**src/rtl/mi4_pkg.sv**
```systemverilog
// Shared types, widths and permutation tables for the 4x4 adjugate inverse.
// Used by mi4_ctrl, mi4_dp and matrix_inverse_4x4_adjugate_top.
package mi4_pkg;

	localparam int ELEM_W = 32;
	// Signed accumulator width: holds any determinant of a 4x4 Q16.16 matrix.
	localparam int ACC_W = 136;
	// Signed cofactor width: holds any 3x3 minor determinant.
	localparam int CF_W = 100;
	// Multiplicand magnitude is taken in 32-bit limbs.
	localparam int LIMB_N = 4;
	localparam int MAG_W = LIMB_N * ELEM_W;
	localparam int DIV_STEPS = 32;

	typedef enum logic [3:0] {
		DP_NOP,
		DP_LOAD,
		DP_ACC_CLR,
		DP_PROD_SET,
		DP_MUL_START,
		DP_MUL_STEP,
		DP_MUL_END,
		DP_ACC_ADD,
		DP_CF_WR,
		DP_DET_WR,
		DP_DIV_INIT,
		DP_DIV_STEP,
		DP_OUT
	} dp_op_t;

	typedef struct packed {
		dp_op_t     op;
		logic [3:0] elem_idx;
		logic [3:0] cf_idx;
		logic       src_cf;
		logic [1:0] limb;
		logic       neg;
		logic [1:0] row;
		logic [1:0] col;
		logic       last;
	} dp_cmd_t;

	typedef struct packed {
		logic det_zero;
	} dp_stat_t;

	// Column taken by minor row k under permutation p of a minor of size m.
	function automatic logic [1:0] perm_col(input logic [1:0] m, input logic [2:0] p,
			input logic [1:0] k);
		logic [1:0] res;
		res = k;
		case (m)
			2'd2: res = (p == 3'd1) ? (k ^ 2'd1) : k;
			2'd3: begin
				case (p)
					3'd0: res = k;
					3'd1: res = (k == 2'd0) ? 2'd0 : ((k == 2'd1) ? 2'd2 : 2'd1);
					3'd2: res = (k == 2'd0) ? 2'd1 : ((k == 2'd1) ? 2'd0 : 2'd2);
					3'd3: res = (k == 2'd0) ? 2'd1 : ((k == 2'd1) ? 2'd2 : 2'd0);
					3'd4: res = (k == 2'd0) ? 2'd2 : ((k == 2'd1) ? 2'd0 : 2'd1);
					3'd5: res = (k == 2'd0) ? 2'd2 : ((k == 2'd1) ? 2'd1 : 2'd0);
					default: res = k;
				endcase
			end
			default: res = 2'd0;
		endcase
		return res;
	endfunction

	// Odd permutations carry a minus sign.
	function automatic logic perm_neg(input logic [1:0] m, input logic [2:0] p);
		logic res;
		res = 1'b0;
		case (m)
			2'd2: res = (p == 3'd1);
			2'd3: res = (p == 3'd1) || (p == 3'd2) || (p == 3'd5);
			default: res = 1'b0;
		endcase
		return res;
	endfunction

endpackage

```
**src/rtl/mi4_ctrl.sv**
```systemverilog
// Sequencer for the adjugate inverse: loading, cofactors, determinant,
// division and output. Depends on mi4_pkg; drives mi4_dp by command words.
module mi4_ctrl
	import mi4_pkg::*;
#(
	parameter int N = 4
) (
	input  logic     clk,
	input  logic     arst_n,
	input  logic     in_valid,
	output logic     in_ready,
	output logic     out_valid,
	input  logic     out_ready,
	input  dp_stat_t stat,
	output dp_cmd_t  cmd
);

	localparam int M = N - 1;
	localparam int NPERM = (M == 3) ? 6 : ((M == 2) ? 2 : 1);
	localparam logic [3:0] LAST_LOAD = 4'(N * N - 1);
	localparam logic [1:0] LAST_RC = 2'(N - 1);
	localparam logic [1:0] LAST_K = 2'(M - 1);
	localparam logic [2:0] LAST_P = 3'(NPERM - 1);

	typedef enum logic [3:0] {
		S_LOAD,
		S_CF_CLR,
		S_PERM_SET,
		S_MUL_START,
		S_MUL_STEP,
		S_MUL_END,
		S_PERM_ADD,
		S_CF_WR,
		S_DET_CLR,
		S_DET_ADD,
		S_DET_WR,
		S_DIV_INIT,
		S_DIV_STEP,
		S_OUT_SET,
		S_OUT_WAIT
	} state_t;

	state_t     state_q;
	logic [3:0] load_cnt_q;
	logic [1:0] cr_q;
	logic [1:0] cc_q;
	logic [2:0] p_q;
	logic [1:0] k_q;
	logic [1:0] limb_q;
	logic [4:0] step_q;
	logic       det_phase_q;
	logic       out_valid_q;

	logic [1:0] minor_j;
	logic [1:0] mrow;
	logic [1:0] mcol;
	logic [3:0] minor_idx;

	// Element of the current minor term, mapped back to the full matrix.
	always_comb begin
		minor_j   = perm_col(2'(M), p_q, k_q);
		mcol      = (minor_j < cc_q) ? minor_j : minor_j + 2'd1;
		mrow      = (k_q < cr_q) ? k_q : k_q + 2'd1;
		minor_idx = 4'(int'(mrow) * N + int'(mcol));
	end

	assign in_ready  = (state_q == S_LOAD);
	assign out_valid = out_valid_q;

	// Command word for the datapath in the current state.
	always_comb begin
		cmd          = '0;
		cmd.op       = DP_NOP;
		cmd.elem_idx = det_phase_q ? 4'(cc_q) : minor_idx;
		cmd.cf_idx   = det_phase_q ? 4'(cc_q) : 4'(int'(cr_q) * N + int'(cc_q));
		cmd.src_cf   = det_phase_q;
		cmd.limb     = limb_q;
		cmd.row      = cr_q;
		cmd.col      = cc_q;
		cmd.last     = (cr_q == LAST_RC) && (cc_q == LAST_RC);
		case (state_q)
			S_LOAD: begin
				cmd.elem_idx = load_cnt_q;
				if (in_valid)
					cmd.op = DP_LOAD;
			end
			S_CF_CLR:    cmd.op = DP_ACC_CLR;
			S_DET_CLR:   cmd.op = DP_ACC_CLR;
			S_PERM_SET:  cmd.op = DP_PROD_SET;
			S_MUL_START: cmd.op = DP_MUL_START;
			S_MUL_STEP:  cmd.op = DP_MUL_STEP;
			S_MUL_END:   cmd.op = DP_MUL_END;
			S_PERM_ADD: begin
				cmd.op  = DP_ACC_ADD;
				cmd.neg = perm_neg(2'(M), p_q) ^ cr_q[0] ^ cc_q[0];
			end
			S_DET_ADD:   cmd.op = DP_ACC_ADD;
			S_CF_WR:     cmd.op = DP_CF_WR;
			S_DET_WR:    cmd.op = DP_DET_WR;
			S_DIV_INIT: begin
				// Inverse element (r, c) uses the cofactor of (c, r).
				cmd.cf_idx = 4'(int'(cc_q) * N + int'(cr_q));
				if (!stat.det_zero)
					cmd.op = DP_DIV_INIT;
			end
			S_DIV_STEP:  cmd.op = DP_DIV_STEP;
			S_OUT_SET:   cmd.op = DP_OUT;
			default:     cmd.op = DP_NOP;
		endcase
	end

	// State, counters and the output valid flag.
	always_ff @(posedge clk or negedge arst_n) begin
		if (!arst_n) begin
			state_q     <= S_LOAD;
			load_cnt_q  <= '0;
			cr_q        <= '0;
			cc_q        <= '0;
			p_q         <= '0;
			k_q         <= '0;
			limb_q      <= '0;
			step_q      <= '0;
			det_phase_q <= 1'b0;
			out_valid_q <= 1'b0;
		end else begin
			case (state_q)
				S_LOAD: begin
					if (in_valid) begin
						if (load_cnt_q == LAST_LOAD) begin
							load_cnt_q  <= '0;
							cr_q        <= '0;
							cc_q        <= '0;
							det_phase_q <= 1'b0;
							state_q     <= S_CF_CLR;
						end else begin
							load_cnt_q <= load_cnt_q + 4'd1;
						end
					end
				end
				S_CF_CLR: begin
					p_q     <= '0;
					state_q <= S_PERM_SET;
				end
				S_PERM_SET: begin
					k_q     <= 2'd1;
					state_q <= (M == 1) ? S_PERM_ADD : S_MUL_START;
				end
				S_MUL_START: begin
					limb_q  <= '0;
					state_q <= S_MUL_STEP;
				end
				S_MUL_STEP: begin
					limb_q <= limb_q + 2'd1;
					if (limb_q == 2'(LIMB_N - 1))
						state_q <= S_MUL_END;
				end
				S_MUL_END: begin
					if (det_phase_q) begin
						state_q <= S_DET_ADD;
					end else if (k_q == LAST_K) begin
						state_q <= S_PERM_ADD;
					end else begin
						k_q     <= k_q + 2'd1;
						state_q <= S_MUL_START;
					end
				end
				S_PERM_ADD: begin
					// The next term starts again from the first minor row.
					k_q <= '0;
					if (p_q == LAST_P) begin
						state_q <= S_CF_WR;
					end else begin
						p_q     <= p_q + 3'd1;
						state_q <= S_PERM_SET;
					end
				end
				S_CF_WR: begin
					if (cc_q == LAST_RC) begin
						cc_q <= '0;
						if (cr_q == LAST_RC) begin
							cr_q        <= '0;
							det_phase_q <= 1'b1;
							state_q     <= S_DET_CLR;
						end else begin
							cr_q    <= cr_q + 2'd1;
							state_q <= S_CF_CLR;
						end
					end else begin
						cc_q    <= cc_q + 2'd1;
						state_q <= S_CF_CLR;
					end
				end
				S_DET_CLR: state_q <= S_MUL_START;
				S_DET_ADD: begin
					if (cc_q == LAST_RC) begin
						cc_q    <= '0;
						state_q <= S_DET_WR;
					end else begin
						cc_q    <= cc_q + 2'd1;
						state_q <= S_MUL_START;
					end
				end
				S_DET_WR: state_q <= S_DIV_INIT;
				S_DIV_INIT: begin
					step_q  <= '0;
					state_q <= stat.det_zero ? S_OUT_SET : S_DIV_STEP;
				end
				S_DIV_STEP: begin
					step_q <= step_q + 5'd1;
					if (step_q == 5'(DIV_STEPS - 1))
						state_q <= S_OUT_SET;
				end
				S_OUT_SET: begin
					out_valid_q <= 1'b1;
					state_q     <= S_OUT_WAIT;
				end
				S_OUT_WAIT: begin
					if (out_ready) begin
						out_valid_q <= 1'b0;
						if (cc_q == LAST_RC) begin
							cc_q <= '0;
							if (cr_q == LAST_RC) begin
								cr_q        <= '0;
								det_phase_q <= 1'b0;
								state_q     <= S_LOAD;
							end else begin
								cr_q    <= cr_q + 2'd1;
								state_q <= S_DIV_INIT;
							end
						end else begin
							cc_q    <= cc_q + 2'd1;
							state_q <= S_DIV_INIT;
						end
					end
				end
				default: state_q <= S_LOAD;
			endcase
		end
	end

endmodule

```
**config.mk**
```make
export PLATFORM = sky130hd
export DESIGN_NAME = mi4_ctrl
export DESIGN_NICKNAME = d
export VERILOG_FILES = /design/src/rtl/mi4_pkg.sv /design/src/rtl/mi4_ctrl.sv
export SDC_FILE = /design/constraint.sdc
export NUM_CORES = 1
export LEC_CHECK = 0
export ABC_AREA = 1
export BUFFER_PORTS_ARGS = -buffer_cell sky130_fd_sc_hd__clkbuf_2
export CAP_MARGIN = 0
export CELL_PAD_IN_SITES_DETAIL_PLACEMENT = 1
export CELL_PAD_IN_SITES_GLOBAL_PLACEMENT = 1
export CORE_UTILIZATION = 45
export DETAILED_ROUTE_END_ITERATION = 12
export GPL_TIMING_DRIVEN = 0
export PLACE_DENSITY = 0.84
export SLEW_MARGIN = 20
export SYNTH_ARGS = -nofsm -noshare
export SYNTH_HDL_FRONTEND = slang
export SYNTH_SLANG_ARGS = --single-unit
```
**constraint.sdc**
```tcl
create_clock -name clk -period 4.85 [get_ports clk]
set_clock_uncertainty 0.15 [all_clocks]
set_input_delay 0.485 -clock clk [delete_from_list [all_inputs] [get_ports clk]]
set_output_delay 0.485 -clock clk [all_outputs]
set_load 0.1 [all_outputs]
```
==> flow_summary.ini, run 1 <==
[status]
status = finished clean

[sta]
fin_crit_sh = 0.749
setup_viol = 0
period_needed_ns = 3.63
fmax_ghz = 0.275
fin_tns_setup_ns = 0
maxSlewHeadroom = 0.529
grt_setup_unrepaired = no
slew_viol_final = 0
tightestPinTransition_ns = 0.706
hold_violations = 0
whs_ns = 0.0897

[clock_tree]
insertion_delay_ns = 0.28
cts_setup_buffers = 0
clock-root-buffer = clkbuf_8
cts_hold_buf = 0
post_cts_resized = 0
clkTransAtPathRegs_ns = 0.10
cts_buffer_depth = 2
cts_buffers = 3
cts.sinks = 26
cts_max_level = 1
cts_tree = yes

[grt]
track_usage = 0.254
grt_pass1_wl_microns = 10100
grt_remaining_overflow = 0
grt_max_degree = 27
antenna_found_initial = 0
grt_pass1_vias = 2132

[layout]
syn_to_final_growth_pct = 12.2
final_cell_area_sq_um = 2350
drive_gt1_frac = 0.195
fillers = 589
final_cell_mix = nand2_1, inv_1, nor2_1
final_common_cell = nand2_1
n_antenna_cell = 0
finalNetCount = 346

[hold_path]
hold_path_class = input port to async pin

[route]
vias_per_cell = 5.47
drc = 0
drtPass1Iterations = 4
routedWlPerCell_microns = 15.1
drt-initial-drc-count = 54
wl_microns = 5680
vias = 2050
detail-route-antenna-nets = 0

[worst_setup_path]
rr_worst_depth = 7
crit_cells = 14
cpMaxStageDelayCell = dfrtp_1
critPathKind = flip-flop to output port
max_stage_delay_ns = 0.49
start_kind = flip-flop
worstPathRequired_ns = 4.22
cp_top_family = simple AND/OR/NAND/NOR gates
worst-path-max-fanout = 5
arrival_ns = 3.00
worst-path-buf-inv = 2
end_kind = output port
path_cells = inv_1, ha_1, nor2_1, nand3_1, nand3_1, nor2_1, nor2_2, ha_1, nand2_2, nand2_2, nand2_1, nand3_2, a21oi_2, clkbuf_2

[synthesis]
synth.top_cells.by_area = dfrtp_1, ha_1, nand2_1, inv_1, nand3_1
synth-edff-count = 0
synth_area_leader_cell = dfrtp_1
ys_seq_area_frac = 0.310
ys_ff_latch = 26
postSynthAreaPerCell_sq_um = 7.19
synth_cell_types = 32
synthFlopType = dfrtp_1
syn_inst = 292
synth_area_sq_um = 2100
synth_top_area_share = 0.310
postSynth.asyncResetShare = 1.00
ys_warn_count = 0
synth_nets = 314

[die]
dieHeight_microns = 70.3
die_area_sq_um = 4940
core_sq_um = 4410
initial_core_util = 0.475
rows = 24
chipWidth_microns = 70.3
io_pins = 28

[place]
portBuffers = 27
gp_congestion = 0.825
hpwl_microns = 4630
place_area_sq_um = 2300

[job]
cap_violations = 0
[kinds of logic after synthesis]
group	count (synthesis)	share of synthesized area
AOI/OAI and AO/OA	57	0.163
xor gates and xnor gates	4	0.0167
adders and majority gates	17	0.101
buffers and inverters	46	0.0877
DFF	26	0.310
and+or+nand+nor	142	0.321
[area by class of cell]
class	count	area, sq um	area share
multi-input combinational	220	1260	0.537
clock buffer	4	55.1	0.0234
inverter	44	165	0.0702
sequential	26	651	0.276
timing repair buffer	27	135	0.0574
tap	52	65.1	0.0276
buffer	2	18.8	0.00797
[per-layer routing]
layer / routed length (microns) / global-route usage / share of wire / vias up
li1: - / - / - / 1029
met1: 2520 / 0.325 / 0.44 / 982
met2: 2930 / 0.454 / 0.52 / 31
met3: 161 / 0.0303 / 0.028 / 8
met4: 67 / 0.0578 / 0.012 / 0
met5: 0 / 0 / 0 / -
[flip-flops by register name (all words and copies together), names as in the netlist]
register	flops
cc_q	2
k_q	2
step_q	5
load_cnt_q	4
state_q	4
det_phase_q	1
out_valid	1
cr_q	2
p_q	3
limb_q	2
[path summary, 6_finish.rpt]
kind / start / slack, ns / end
setup / recovery: k_q[0]$_DFFE_PN0P_ / 1.22 / cmd[14]
hold / removal: arst_n / 0.09 / step_q[0]$_DFFE_PN0P_
setup reg to reg: state_q[0]$_DFFE_PN0P_ / 2.85 / state_q[3]$_DFFE_PN0P_
hold reg to reg: step_q[3]$_DFFE_PN0P_ / 0.33 / step_q[3]$_DFFE_PN0P_
max in group asynchronous: arst_n / 4.01 / state_q[1]$_DFFE_PN0P_
min in group clk: step_q[3]$_DFFE_PN0P_ / 0.33 / step_q[3]$_DFFE_PN0P_
[synthesized netlist by cell type, types with 2 or more instances]
cell	number
a21oi_1	13
a21oi_2	2
a22o_1	3
dfrtp_1	26
ha_1	17
inv_1	40
inv_2	4
nand2_1	55
nand2_2	6
nand3_1	27
nand3_2	2
nand4_1	3
nor2_1	33
nor2_2	8
nor2_4	3
o2111ai_1	4
o21ai_0	20
o21ai_1	6
o21ai_2	3
o22ai_1	3
xor2_1	3
[through the flow]
stage / util / setup WS, ns / std cells
floorplan: - / 0.794 / 292
global placement: 0.521 / 1.55 / 371
detailed placement: 0.521 / 1.51 / 371
CTS: 0.533 / 1.19 / 375
global route: 0.533 / 0.958 / 375
finish: 0.533 / 1.22 / 375
Power of run 1 is left out: the tool's default activity adds up to more than one toggle a clock period on the data nets, which glitch-free logic cannot reach.
==> run 2, diff against run 1 <==
Settings changed: CORE_UTILIZATION 45 to 42, PLACE_DENSITY 0.84 to 0.79.
Clock period 4.85 ns to 3.4 ns, I/O delays scaled along.
==> run 2 against run 1 <==
Worst setup slack worse by 0.99 ns. Non-clock buffer count is 1 higher. Wire length is 5.2% higher. Critical path type unchanged. Highest routed layer unchanged.
==> flow_summary.ini, run 2 (same netlist as run 1, synthesis figures left out) <==
[clock_tree]
insertion_delay_ns = 0.27
cts_tree = yes
cts_max_level = 1
cts_buffer_depth = 2
cts_setup_buffers = 0
clock-root-buffer = clkbuf_8
cts.sinks = 26
cts_buffers = 3
clkTransAtPathRegs_ns = 0.09

[worst_setup_path]
path_cells = inv_1, ha_1, nor2_2, nand3_1, nand3_1, nor2_1, nor2_2, ha_1, nand2_2, nand2_2, nand2_1, nand3_2, a21oi_2, buf_8
cpMaxStageDelayCell = dfrtp_1
end_kind = output port
worstPathRequired_ns = 2.91
start_kind = flip-flop
arrival_ns = 2.69
max_stage_delay_ns = 0.45
worst-path-max-fanout = 5
critPathKind = flip-flop to output port

[die]
initial_core_util = 0.441
die_area_sq_um = 5280
rows = 25
dieHeight_microns = 72.7
io_pins = 28
chipWidth_microns = 72.7
core_sq_um = 4750

[sta]
slew_viol_final = 0
fin_crit_sh = 0.934
setup_viol = 0
hold_violations = 0
fmax_ghz = 0.315
tightestPinTransition_ns = 0.708
grt_setup_unrepaired = no
period_needed_ns = 3.18
maxSlewHeadroom = 0.528

[grt]
grt_max_degree = 27
grt_pass1_vias = 2125
track_usage = 0.245
antenna_found_initial = 0
grt_remaining_overflow = 0
grt_pass1_wl_microns = 9940

[layout]
drive_gt1_frac = 0.211
n_antenna_cell = 0
syn_to_final_growth_pct = 14.6
top_regs = step_q (5), load_cnt_q (4), state_q (4)
final_util = 0.506
largest_reg_flops = 5
top_register = step_q
final_common_cell = nand2_1
fillers = 635
final_cell_mix = nand2_1, inv_1, nor2_1
finalNetCount = 347

[place]
gp_congestion = 0.902
portBuffers = 27
hpwl_microns = 4770

[hold_path]
hold_path_class = input port to flip-flop

[route]
drtPass1Iterations = 4
vias = 2071
dr_wl_met2_microns = 3110
routedWlPerCell_microns = 15.3
routed.top_layer = met4
detail-route-antenna-nets = 0
drc = 0
drt-met1-wl_microns = 2710
vias_per_cell = 5.31
wl_microns = 5970
drt-initial-drc-count = 34
wl_met3_microns = 107

[job]
cap_violations = 0

[status]
status = finished clean
run 2: changes by cell type in the layout (fill, tap and decap cells not counted), sizes merged:
cell,delta
clkbuf,-2
buf,+1
dlygate4sd3,+1
run 2: routing by layer:
metal	track usage	vias up
met5	0	-
met4	0.0458	0
met3	0.0262	4
met2	0.461	19
met1	0.301	1022
li1	-	1026
run 2: cell type report:
class	count	area, sq um	share of cell area
clock buffer	3	41.3	0.0172
tap	67	83.8	0.0349
buffer	2	18.8	0.00780
inverter	44	165	0.0687
timing repair buffer	28	158	0.0656
multi-input combinational	220	1280	0.534
sequential	26	653	0.272
run 2: metrics by stage:
stage	hold slack (ns)	std cells	setup TNS, ns	cell area [sq um]	setup slack (ns)
finish	0.246	390	0	2400	0.223
global route	0.305	390	0	2400	0.00795
CTS	0.241	390	0	2380	0.00823
detailed placement	0.267	386	0	2330	0.183
global placement	0.268	386	0	2330	0.246
floorplan	-0.106	292	-0.911	2110	-0.456
run 2: final timing paths:
kind	start	end	slack, ns	cells after the start
max	k_q[1]$_DFFE_PN0P_	cmd[14]	0.22	14
min	out_ready	out_valid$_DFFE_PN0P_	0.25	4
max reg2reg	state_q[3]$_DFFE_PN0P_	state_q[3]$_DFFE_PN0P_	1.32	8
min reg2reg	step_q[3]$_DFFE_PN0P_	step_q[3]$_DFFE_PN0P_	0.32	1
max in group asynchronous	arst_n	p_q[0]$_DFFE_PN0P_	2.10	2
min in group asynchronous	arst_n	load_cnt_q[3]$_DFFE_PN0P_	0.50	2
run 2: critical path: cells and delay by family, from the launching register on:
kind / cells / cell delay, ns
adders and majority gates: 2 / 0.53
AOI/OAI and AO/OA: 1 / 0.20
and+or+nand+nor: 9 / 0.85
buffers and inverters: 2 / 0.37
DFF: 1 / 0.45
run 2: what timing repair did:
action	in CTS	in global routing
pin swaps	0	0
hold buffers	1	0
setup endpoints to repair	2	2
cloned	0	0
resized for setup	2	8
hold endpoints to repair	26	0
Power of run 2 is left out for the same reason.
==> run 3, diff against run 2 <==
Settings changed: ABC_AREA 1 to unset, CORE_UTILIZATION 42 to 43.
==> run 3 against run 2 <==
Flip-flop and latch count unchanged. Via count up 4.6%. First-iteration DRC count up 76%. Global-route usage up 1.5 points. Worst hold slack better by 0.0056 ns. Non-clock buffer count up 17. Cell area up 7.3%. Sequential share of layout area down 1.9 points. Critical path depth down 4. Utilization up 3.7 points. Die area down 0.38%. Critical path type unchanged. Critical endpoint unchanged.
==> flow_summary.ini, run 3 <==
[hold_path]
hold_path_class = input port to flip-flop
whs_path_depth = 3
worstHoldStart = in_valid
whs_endpoint = load_cnt_q[2]$_DFFE_PN0P_

[sta]
fmax_ghz = 0.300
slew_viol_final = 0
fin_crit_sh = 0.980
maxSlewHeadroom = 0.502
period_needed_ns = 3.33
hold_violations = 0
setup_viol = 0
whs_ns = 0.252
tightestPinTransition_ns = 0.747

[synthesis]
syn_inst = 266
synth.top_cells.by_area = dfrtp_1, ha_1, a21oi_1, o21ai_0, nor2_1
synth_area_sq_um = 2140
postSynthAreaPerCell_sq_um = 8.04
yosysMostFrequentCell = a21oi_1
synth_area_leader_cell = dfrtp_1
ys_seq_area_frac = 0.304
postSynth.asyncResetShare = 1.00
ys_warn_count = 0
synth_top_area_share = 0.304
ys_ff_latch = 26
synth_cell_types = 49
synthTopCellsByCount = a21oi_1, dfrtp_1, nor2_1
synthFlopType = dfrtp_1
synth-edff-count = 0
synth_nets = 288

[die]
initial_core_util = 0.450
io_pins = 28
core_sq_um = 4750
rows = 25
die_area_sq_um = 5260
chipWidth_microns = 72.5
dieHeight_microns = 72.5

[clock_tree]
clock-root-buffer = clkbuf_8
clkTransAtPathRegs_ns = 0.10
cts_buffers = 3
cts_buffer_depth = 2
cts_max_level = 1
insertion_delay_ns = 0.28
cts.sinks = 26
cts_tree = yes

[place]
portBuffers = 27
hpwl_microns = 4770
gp_congestion = 0.859
placed_cells = 360

[layout]
register_area_sq_um = 652
fillers = 588
fin_cells = 368
largest_reg_flops = 5
multi_input_area_sq_um = 1440
n_antenna_cell = 0
final_cell_mix = a21oi_1, dfrtp_1, clkbuf_2
syn_to_final_growth_pct = 20.6
drive_gt1_frac = 0.219
final_common_cell = a21oi_1
top_regs = step_q (5), load_cnt_q (4), state_q (4)
finalNetCount = 324
top_register = step_q

[worst_setup_path]
rr_worst_depth = 6
r2r_setup_slack_ns = 1.26
worst-path-max-fanout = 4
critPathKind = flip-flop to output port
start_kind = flip-flop
r2r-start = state_q[2]$_DFFE_PN0P_
worstPathRequired_ns = 2.91
arrival_ns = 2.84
max_stage_delay_ns = 0.42
r2r_end = state_q[0]$_DFFE_PN0P_
path_common_cell = ha_4
end_kind = output port
cpMaxStageDelayCell = dfrtp_1
path_cells = buf_4, ha_4, mux2_4, or2_4, a31oi_4, ha_4, nor2_1, or3_1, a31oi_2, buf_8

[route]
drt-initial-drc-count = 60
drtPass1Iterations = 4
vias_per_cell = 5.89
vias = 2166
wl_microns = 6550
drc = 0
routedWlPerCell_microns = 17.8
detail-route-antenna-nets = 0

[grt]
antenna_found_initial = 0
grt_remaining_overflow = 0
grt_pass1_wl_microns = 10600
track_usage = 0.260
grt_max_degree = 27
grt_pass1_vias = 2135

[job]
cap_violations = 0

[status]
status = finished clean
## run 3: kinds of logic after synthesis
kind of cell               Yosys count  share of synthesized area
muxes                                9                     0.0468
and+or+nand+nor                     85                      0.195
xor gates and xnor gates             6                     0.0246
DFF                                 26                      0.304
buffers and inverters               31                     0.0620
adders and majority gates           17                     0.0994
AOI/OAI and AO/OA                   92                      0.268
## run 3: worst max path at each step
stage                                   from  depth (start not counted)  endpoint  slack, ns
after floorplan           p_q[0]$_DFFE_PN0P_                          9   cmd[14]      -0.23
after global placement    p_q[0]$_DFFE_PN0P_                         10   cmd[13]      -0.02
after detailed placement  p_q[0]$_DFFE_PN0P_                         10   cmd[13]      -0.08
after CTS                 p_q[0]$_DFFE_PN0P_                         10   cmd[13]       0.01
after global routing      p_q[1]$_DFFE_PN0P_                         10   cmd[14]      -0.01
final                     p_q[1]$_DFFE_PN0P_                         10   cmd[14]       0.07
## run 3: worst max-delay path: cells and delay by family, from the launching register on
family	cells	cell delay [ns]
AO/OA/AOI/OAI	2	0.45
buffers and inverters	2	0.38
flip-flops	1	0.42
adder cells (fa/ha/maj)	2	0.34
multiplexers	1	0.29
AND/OR/NAND/NOR	3	0.68
## run 3: cell type report
class                      instances  area share
tap                               67      0.0325
clock buffer                       3      0.0160
multi-input combinational        209       0.559
sequential                        26       0.253
clock inverter                     1      0.0116
inverter                          15      0.0218
buffer                            16      0.0296
timing repair buffer              31      0.0766
## run 3: what timing repair did
action,4_1_cts,5_1_grt
pin swaps,1,7
hold buffers,1,0
resized for setup,11,15
endpoints found under the hold margin,26,0
setup buffers,1,2
setup endpoints to repair,2,2
## run 3: routing by layer
layer,GRT usage,part of all wire,routed length (microns),vias to the layer above
met5,0,0,0,-
met4,0.0545,0.013,82,0
met3,0.0250,0.024,158,8
met2,0.453,0.49,3230,51
met1,0.349,0.47,3080,1064
li1,-,-,-,1043
## run 3: metrics by stage
stage	setup slack, ns	area, sq um	TNS, ns	util
floorplan	-0.229	2150	-0.229	-
global placement	-0.0154	2370	-0.0154	0.498
CTS	0.0142	2510	0	0.528
global route	-0.0111	2580	-0.0111	0.543
detailed placement	-0.0760	2370	-0.114	0.498
finish	0.0697	2580	0	0.543
Power of run 3 is left out for the same reason.
